--- src/rtl/core/jptb_pkg.sv ---
package jptb_pkg;

    localparam int SYM_W  = 8;
    localparam int NODE_W = 10;
    localparam int LEN_W  = 11;
    localparam int POS_W  = 11;
    localparam int STR_W  = 16;
    localparam int ERR_W  = 2;

    localparam int MAX_LEN   = 1024;
    localparam int MAX_NODES = 1024;

    localparam logic [ERR_W-1:0] ERR_NONE      = 2'd0;
    localparam logic [ERR_W-1:0] ERR_TEXT_FULL = 2'd1;
    localparam logic [ERR_W-1:0] ERR_NODE_FULL = 2'd2;

    localparam logic [NODE_W-1:0] ODD_ROOT  = NODE_W'(0);
    localparam logic [NODE_W-1:0] EVEN_ROOT = NODE_W'(1);
    localparam logic [NODE_W-1:0] NO_NODE   = NODE_W'(0);

    typedef struct packed {
        logic [SYM_W-1:0] symbol;
        logic             last;
    } t_item;

    typedef enum logic [3:0] {
        ST_IDLE,
        ST_WALK_A,
        ST_WALK_B,
        ST_WALK_C,
        ST_FIND_FC,
        ST_FIND_CHK,
        ST_FIND_RD,
        ST_CREATE,
        ST_CREATE2,
        ST_FIN,
        ST_OUT
    } t_state;

endpackage

--- src/rtl/core/jptb_front.sv ---
module jptb_front (
    input  logic          i_clk,
    input  logic          i_rst_n,
    input  logic          i_valid,
    output logic          o_ready,
    input  jptb_pkg::t_item i_item,
    output logic          o_avail,
    output jptb_pkg::t_item o_item,
    input  logic          i_pop
);
    import jptb_pkg::*;

    t_item      r_mem [2];
    logic       r_wptr, r_rptr;
    logic [1:0] r_cnt;
    logic       w_push, w_pop;

    assign o_ready = (r_cnt != 2'd2);
    assign o_avail = (r_cnt != 2'd0);
    assign o_item  = r_mem[r_rptr];
    assign w_push  = i_valid && o_ready;
    assign w_pop   = i_pop && o_avail;

    always_ff @(posedge i_clk) begin
        if (w_push) begin
            r_mem[r_wptr] <= i_item;
        end
    end

    always_ff @(posedge i_clk) begin
        if (!i_rst_n) begin
            r_wptr <= 1'b0;
            r_rptr <= 1'b0;
            r_cnt  <= 2'd0;
        end else begin
            if (w_push) r_wptr <= ~r_wptr;
            if (w_pop)  r_rptr <= ~r_rptr;
            r_cnt <= r_cnt + {1'b0, w_push} - {1'b0, w_pop};
        end
    end

endmodule

--- config.mk ---
export PLATFORM = sky130hd
export DESIGN_NAME = jptb_front
export DESIGN_NICKNAME = d
export VERILOG_FILES = /design/src/rtl/core/jptb_pkg.sv /design/src/rtl/core/jptb_front.sv
export SDC_FILE = /design/constraint.sdc
export NUM_CORES = 1
export LEC_CHECK = 0
export BUFFER_PORTS_ARGS = -buffer_cell sky130_fd_sc_hd__clkbuf_2
export CAP_MARGIN = 30
export CELL_PAD_IN_SITES_DETAIL_PLACEMENT = 0
export CELL_PAD_IN_SITES_GLOBAL_PLACEMENT = 1
export CORE_MARGIN = 8
export CORE_UTILIZATION = 40
export CTS_CLUSTER_SIZE = 8
export DETAILED_ROUTE_END_ITERATION = 7
export GPL_TIMING_DRIVEN = 0
export PLACE_DENSITY = 0.76
export SYNTH_ARGS = -nofsm -noshare
export SYNTH_HDL_FRONTEND = slang
export SYNTH_SLANG_ARGS = --single-unit
--- constraint.sdc ---
create_clock -name i_clk -period 2.1 [get_ports i_clk]
set_input_delay 0.105 -clock i_clk [delete_from_list [all_inputs] [get_ports i_clk]]
set_output_delay 0.105 -clock i_clk [all_outputs]
set_load 0.03 [all_outputs]
==> out/results.ini, run 1 <==
[status]
status=completed

[setup_path]
critPathMaxFanout=4
end_kind=flip-flop
cp-startpoint=r_cnt[0]
path_class=flip-flop to flip-flop
cp.buffers_inverters=1
r2r-start=r_cnt[0]
cpPeakStageDelay_ns=0.38
crit_slowest_cell=dfxtp_1
r2r.worst_path.cells=8
reg2reg_setup_slack_ns=0.47
critPathTopFamily=adder cells
worstPathArrival_ns=1.84
regToRegEndpoint=r_cnt[1]
cp.required_ns=2.31
path_cells=nand2b_1 > nand2_1 > ha_1 > inv_1 > ha_1 > xnor2_1 > xnor2_1 > and2_1
start_kind=flip-flop

[floorplan]
rows=17
boundaryPins=24
design.core.area_sq_um=2150
die_height_microns=63.0
start_util_pct=41.1
die_w_microns=63.0
die_area_sq_um=3960

[sta]
rsz0062_at_grt=no
setup_violations=0
fin_skew_ns=0.00138
finalHoldViolations=0
totalNegativeSetupSlack_ns=0
tightestPinTransition_ns=0.784
fin_crit_ns=1.63
post-route-period-util_pct=77.8
finalWorstSetupSlack_ns=0.465
relSlewSlack_pct=47.5
fmax_ghz=0.612
finalMaxSlewViolations=0

[power_and_ir_drop]
seq_power_share_pct=47.2
p_leak_nw=0.463
vdd_drop_max_mv=0.624
power_density_nw_per_um2=1120
switching_share_pct=34.1
power_frac_clock_pct=15.0
switchingPower_uw=441
power.internal_uw=850
combinationalPowerShare_pct=37.8

[clock_network]
ctsResizeCount=0
clk-insertion-delay-late_ns=0.30
path_clk_slew_ns=0.12
cts_buffers=3
cts_tree=built
htreeDepth=1
post_cts.repair.setup_buffers=0
cts_root_buffer=clkbuf_4
clock_sinks=23
holdBufCountCts=9
clockBufferDepth=2

[routing]
routedWlPerCell_microns=12.2
first_pass_iters=4
num_vias=509
drc_errors=0
drtAntennaViolNets=0
drt_wl_total_microns=1420
drt-vias-per-instance=4.39
drt_iter0_markers=13

[hold_path]
min_to=r_cnt[1]
min_path_cells=2
hold_path_startpoint=i_rst_n
holdCritPathClass=primary input to flip-flop

[synth]
syn_area_sq_um=882
yosysSeqAreaShare_pct=72.6
ys_ff_latch=23
synth_cell_types=16
syn_avg_cell_area_sq_um=17.0
syn_nets=67
yosys_warnings=0
syn_inst=52

[place]
dpl-instance-area_sq_um=1030
place_congestion=0.646
port_buffers=23
post-place-ws_ns=0.442
place_hpwl_microns=1030

[global_route]
first_global_vias=527
antenna_found_initial=0
grt_max_degree=13
grt_pass1_wl_microns=2410
overflow=0
grtUsageTotal_pct=7.61

[final_layout]
nets=104
final_common_cell=clkbuf_2
drive_gt1_share_pct=43.2
area.growth.synth_to_final_pct=30.2
fin_area_sq_um=1150
layout_common_cells=23 x clkbuf_2, 18 x edfxtp_1, 9 x mux2_2, 9 x dlygate4sd3_1, 5 x dfxtp_1
final_core_util_pct=53.5
antenna_cells=0

[flow_run]
drv_cap=0

worst reg2reg max path, stage by stage, from the launching register on:
cell and delay (ns):
dfxtp_1 0.38, nand2b_1 0.16, nand2_1 0.11, ha_1 0.28, inv_1 0.04, ha_1 0.18, xnor2_1 0.13, xnor2_1 0.12
and2_1 0.14
area by class of cell:
class                           instances  area [sq um]
Inverter                                1          3.75
Timing Repair Buffer                   32           205
Clock buffer                            4          26.3
Tap cell                               28          35.0
Multi-Input combinational cell         27           233
Fill cell                             196          1000
Buffer                                  1          5.00
Sequential cell                        23           641
per-layer routing:
| layer | track usage, % | wire length, microns | vias up |
|---|---|---|---|
| met4 | 4.27 | 12 | 0 |
| li1 | - | - | 261 |
| met2 | 12.2 | 687 | 13 |
| met3 | 2.69 | 57 | 2 |
| met5 | 0 | 0 | - |
| met1 | 8.57 | 662 | 233 |
power groups by stage:
stage | logic [mW] | registers (mW) | clock network [mW]
2_1_floorplan | 0.372 | 0.612 | 0
3_3_place_gp | 0.477 | 0.616 | 0
3_5_place_dp | 0.484 | 0.620 | 0
4_1_cts | 0.499 | 0.610 | 0.200
5_1_grt | 0.533 | 0.619 | 0.217
6_report | 0.487 | 0.609 | 0.194
registers in the layout, indices dropped and copies added, names as in the netlist, named ones only:
name / count
r_cnt: 2
r_mem: 18
r_rptr: 1
r_wptr: 1
cell usage after synthesis:
| cell type | number | area, sq um |
|---|---|---|
| buf_2 | 1 | 5.00 |
| nor2b_1 | 2 | 12.5 |
| inv_1 | 1 | 3.75 |
| mux2_2 | 9 | 101 |
| nor2_1 | 1 | 3.75 |
| mux2i_1 | 1 | 10.0 |
| xnor2_1 | 3 | 26.3 |
| edfxtp_1 | 18 | 541 |
| nand2b_1 | 2 | 12.5 |
| or2_2 | 1 | 6.26 |
| nand2_1 | 2 | 7.51 |
| o21a_2 | 1 | 8.76 |
| and2_1 | 2 | 12.5 |
| ha_1 | 2 | 25.0 |
| dfxtp_1 | 5 | 100 |
| and3_1 | 1 | 6.26 |
stage by stage:
| step | hold WS (ns) | std cells | power, mW |
|---|---|---|---|
| floorplan | 0.204 | 52 | 0.984 |
| global placement | 0.294 | 103 | 1.09 |
| detailed placement | 0.299 | 103 | 1.10 |
| CTS | 0.0791 | 116 | 1.31 |
| global route | 0.0844 | 116 | 1.37 |
| finish | 0.0843 | 116 | 1.29 |
cells by family after synthesis:
group,count (synthesis),synth area share [%]
compound gates,1,0.993
buf+inv,2,0.992
fa+ha+maj,2,2.84
mux,10,12.6
xor+xnor,3,2.98
flops,23,72.6
simple gates,11,6.95
how the worst max path moves through the flow:
stage | slack (ns) | to | cells past startpoint
CTS | 0.43 | r_mem[0][8] | 3
finish | 0.47 | r_cnt[1] | 8
global route | 0.32 | r_cnt[1] | 8
global placement | 0.49 | r_cnt[1] | 8
floorplan | 0.30 | r_cnt[1] | 8
detailed placement | 0.44 | r_mem[0][8] | 3
Power figures use the tool's default switching activity.
==> inputs of run 2 (changes only) <==
Clock period 2.1 ns to 1.7 ns, I/O delays scaled along.
==> run 2 against run 1 <==
  * Sequential power is 25% higher
  * Die area stayed put
  * Sequential share of layout area is 0.43 points lower
  * Register-to-register slack worse by 0.38 ns
  * Clock skew hardly changed
  * Global-route usage is 0.45 points higher
  * Clock-buffer cell count stayed put
  * Critical path type unchanged
==> out/results.ini, run 2 (synthesized netlist as in run 1, its figures left out) <==
[status]
status=completed  ; unchanged

[routing]
drt_iter0_markers=21  ; was 13
drt_wl_total_microns=1420  ; about the same
drt-vias-per-instance=4.39  ; unchanged
drtAntennaViolNets=0  ; unchanged
drc_errors=0  ; unchanged
num_vias=509  ; unchanged
routedWlPerCell_microns=12.3  ; was 12.2 microns
first_pass_iters=2  ; was 4

[final_layout]
antenna_cells=0  ; unchanged
final_core_util_pct=54.0  ; was 53.5%
reg_top3=r_mem (18), r_cnt (2)  ; unchanged
layout_common_cells=23 x clkbuf_2, 18 x edfxtp_1, 9 x mux2_2, 9 x dlygate4sd3_1, 4 x dfxtp_1  ; was 23 x clkbuf_2, 18 x edfxtp_1, 9 x mux2_2, 9 x dlygate4sd3_1, 5 x dfxtp_1
largest_reg_flops=18  ; unchanged
area.growth.synth_to_final_pct=31.5  ; was 30.2%
drive_gt1_share_pct=46.6  ; was 43.2%
stdcell_count=116  ; unchanged
fin_area_sq_um=1160  ; was 1150 sq um
nets=104  ; unchanged
largest-register=r_mem  ; unchanged
final_common_cell=clkbuf_2  ; unchanged

[global_route]
overflow=0  ; unchanged
grt_pass1_wl_microns=2530  ; was 2410 microns
grt_max_degree=13  ; unchanged
antenna_found_initial=0  ; unchanged
first_global_vias=586  ; was 527
grtUsageTotal_pct=8.06  ; was 7.61%

[floorplan]
start_util_pct=41.1  ; unchanged
die_w_microns=63.0  ; unchanged
die_area_sq_um=3960  ; unchanged
design.core.area_sq_um=2150  ; unchanged
rows=17  ; unchanged
boundaryPins=24  ; unchanged
die_height_microns=63.0  ; unchanged

[power_and_ir_drop]
vdd_drop_max_mv=0.875  ; was 0.624 mV
power_frac_clock_pct=14.5  ; was 15.0%
power.internal_mw=1.07  ; was 850 uW
combinationalPowerShare_pct=38.4  ; was 37.8%
switchingPower_uw=546  ; was 441 uW
seq_power_share_pct=47.1  ; was 47.2%
power_density_nw_per_um2=1390  ; was 1120 nW/um^2
p_total_mw=1.61  ; was 1.29 mW
p_leak_nw=0.466  ; was 0.463 nW
switching_share_pct=33.9  ; was 34.1%

[sta]
post-route-period-util_pct=95.1  ; was 77.8%
tightestPinTransition_ns=0.788  ; was 0.784 ns
totalNegativeSetupSlack_ns=0  ; unchanged
finalHoldViolations=0  ; unchanged
finalMaxSlewViolations=0  ; unchanged
hold_slack_ns=0.0600  ; was 0.0843 ns
fin_crit_ns=1.62  ; was 1.63 ns
setup_violations=0  ; unchanged
fmax_ghz=0.618  ; was 0.612 GHz
finalWorstSetupSlack_ns=0.0831  ; was 0.465 ns
fin_skew_ns=0.00111  ; was 0.00138 ns
relSlewSlack_pct=47.3  ; was 47.5%

[clock_network]
post_cts.repair.setup_buffers=0  ; unchanged
htreeDepth=1  ; unchanged
clock_sinks=23  ; unchanged
cts_root_buffer=clkbuf_4  ; unchanged
clockBufferDepth=2  ; unchanged
cts_tree=built  ; unchanged
path_clk_slew_ns=0.11  ; was 0.12 ns
cts_buffers=3  ; unchanged
clk-insertion-delay-late_ns=0.30  ; about the same

[setup_path]
start_kind=flip-flop  ; unchanged
end_kind=flip-flop  ; unchanged
cp.required_ns=1.90  ; was 2.31 ns
path_class=flip-flop to flip-flop  ; unchanged
critPathMaxFanout=4  ; unchanged
worstPathArrival_ns=1.82  ; was 1.84 ns

[hold_path]
holdCritPathClass=primary input to flip-flop  ; unchanged

[place]
place_hpwl_microns=1040  ; was 1030 microns
dpl-instance-area_sq_um=1030  ; about the same
dp_cells=103  ; unchanged
port_buffers=23  ; unchanged
place_congestion=0.634  ; was 0.646
post-place-ws_ns=0.0738  ; was 0.442 ns

[flow_run]
drv_cap=0  ; unchanged

## run 2: changes by cell type in the layout (fill, tap and decap cells not counted)
cell,delta
dfxtp_2,+1
nand2b_2,+1
nand2b_1,-1
xnor2_2,+1
dfxtp_1,-1
xnor2_1,-1
## run 2: power by group through the flow
stage	Sequential [mW]	Clock, mW	Combinational [mW]
after global routing	0.772	0.277	0.683
after CTS	0.755	0.252	0.619
after detailed placement	0.769	0	0.601
after global placement	0.763	0	0.596
after floorplan	0.757	0	0.463
final	0.760	0.235	0.619
## run 2: path summary, 6_finish.rpt
| kind | cells past startpoint | to | start | slack, ns |
|---|---|---|---|---|
| max | 7 | r_cnt[1] | r_cnt[1] | 0.08 |
| min | 2 | r_cnt[0] | i_rst_n | 0.06 |
| max reg2reg | 7 | r_cnt[1] | r_cnt[1] | 0.08 |
| min reg2reg | 2 | r_wptr | r_wptr | 0.49 |
## run 2: critical path, cell delays in order, from the launching register on
cell and delay (ns):
dfxtp_1 0.38, o21a_2 0.24, ha_1 0.27, inv_1 0.04, ha_1 0.20, xnor2_2 0.14, xnor2_1 0.12, and2_1 0.15
## run 2: final cells by class
class	instances	area [sq um]
Clock buffer	4	26.3
Timing Repair Buffer	32	205
Multi-Input combinational cell	27	243
Buffer	1	5.00
Inverter	1	3.75
Sequential cell	23	642
Fill cell	194	988
Tap cell	28	35.0
## run 2: repair_timing
item                                   in CTS  in global routing
hold buffers                                9                  0
endpoints found under the hold margin      18                  0
setup endpoints to repair                   0                 10
gates resized for setup                     0                  2
## run 2: metal layers
metal / track usage, % / wire [microns]
met5: 0 / 0
met3: 2.87 / 74
met2: 13.6 / 739
met1: 8.26 / 578
met4: 5.13 / 32
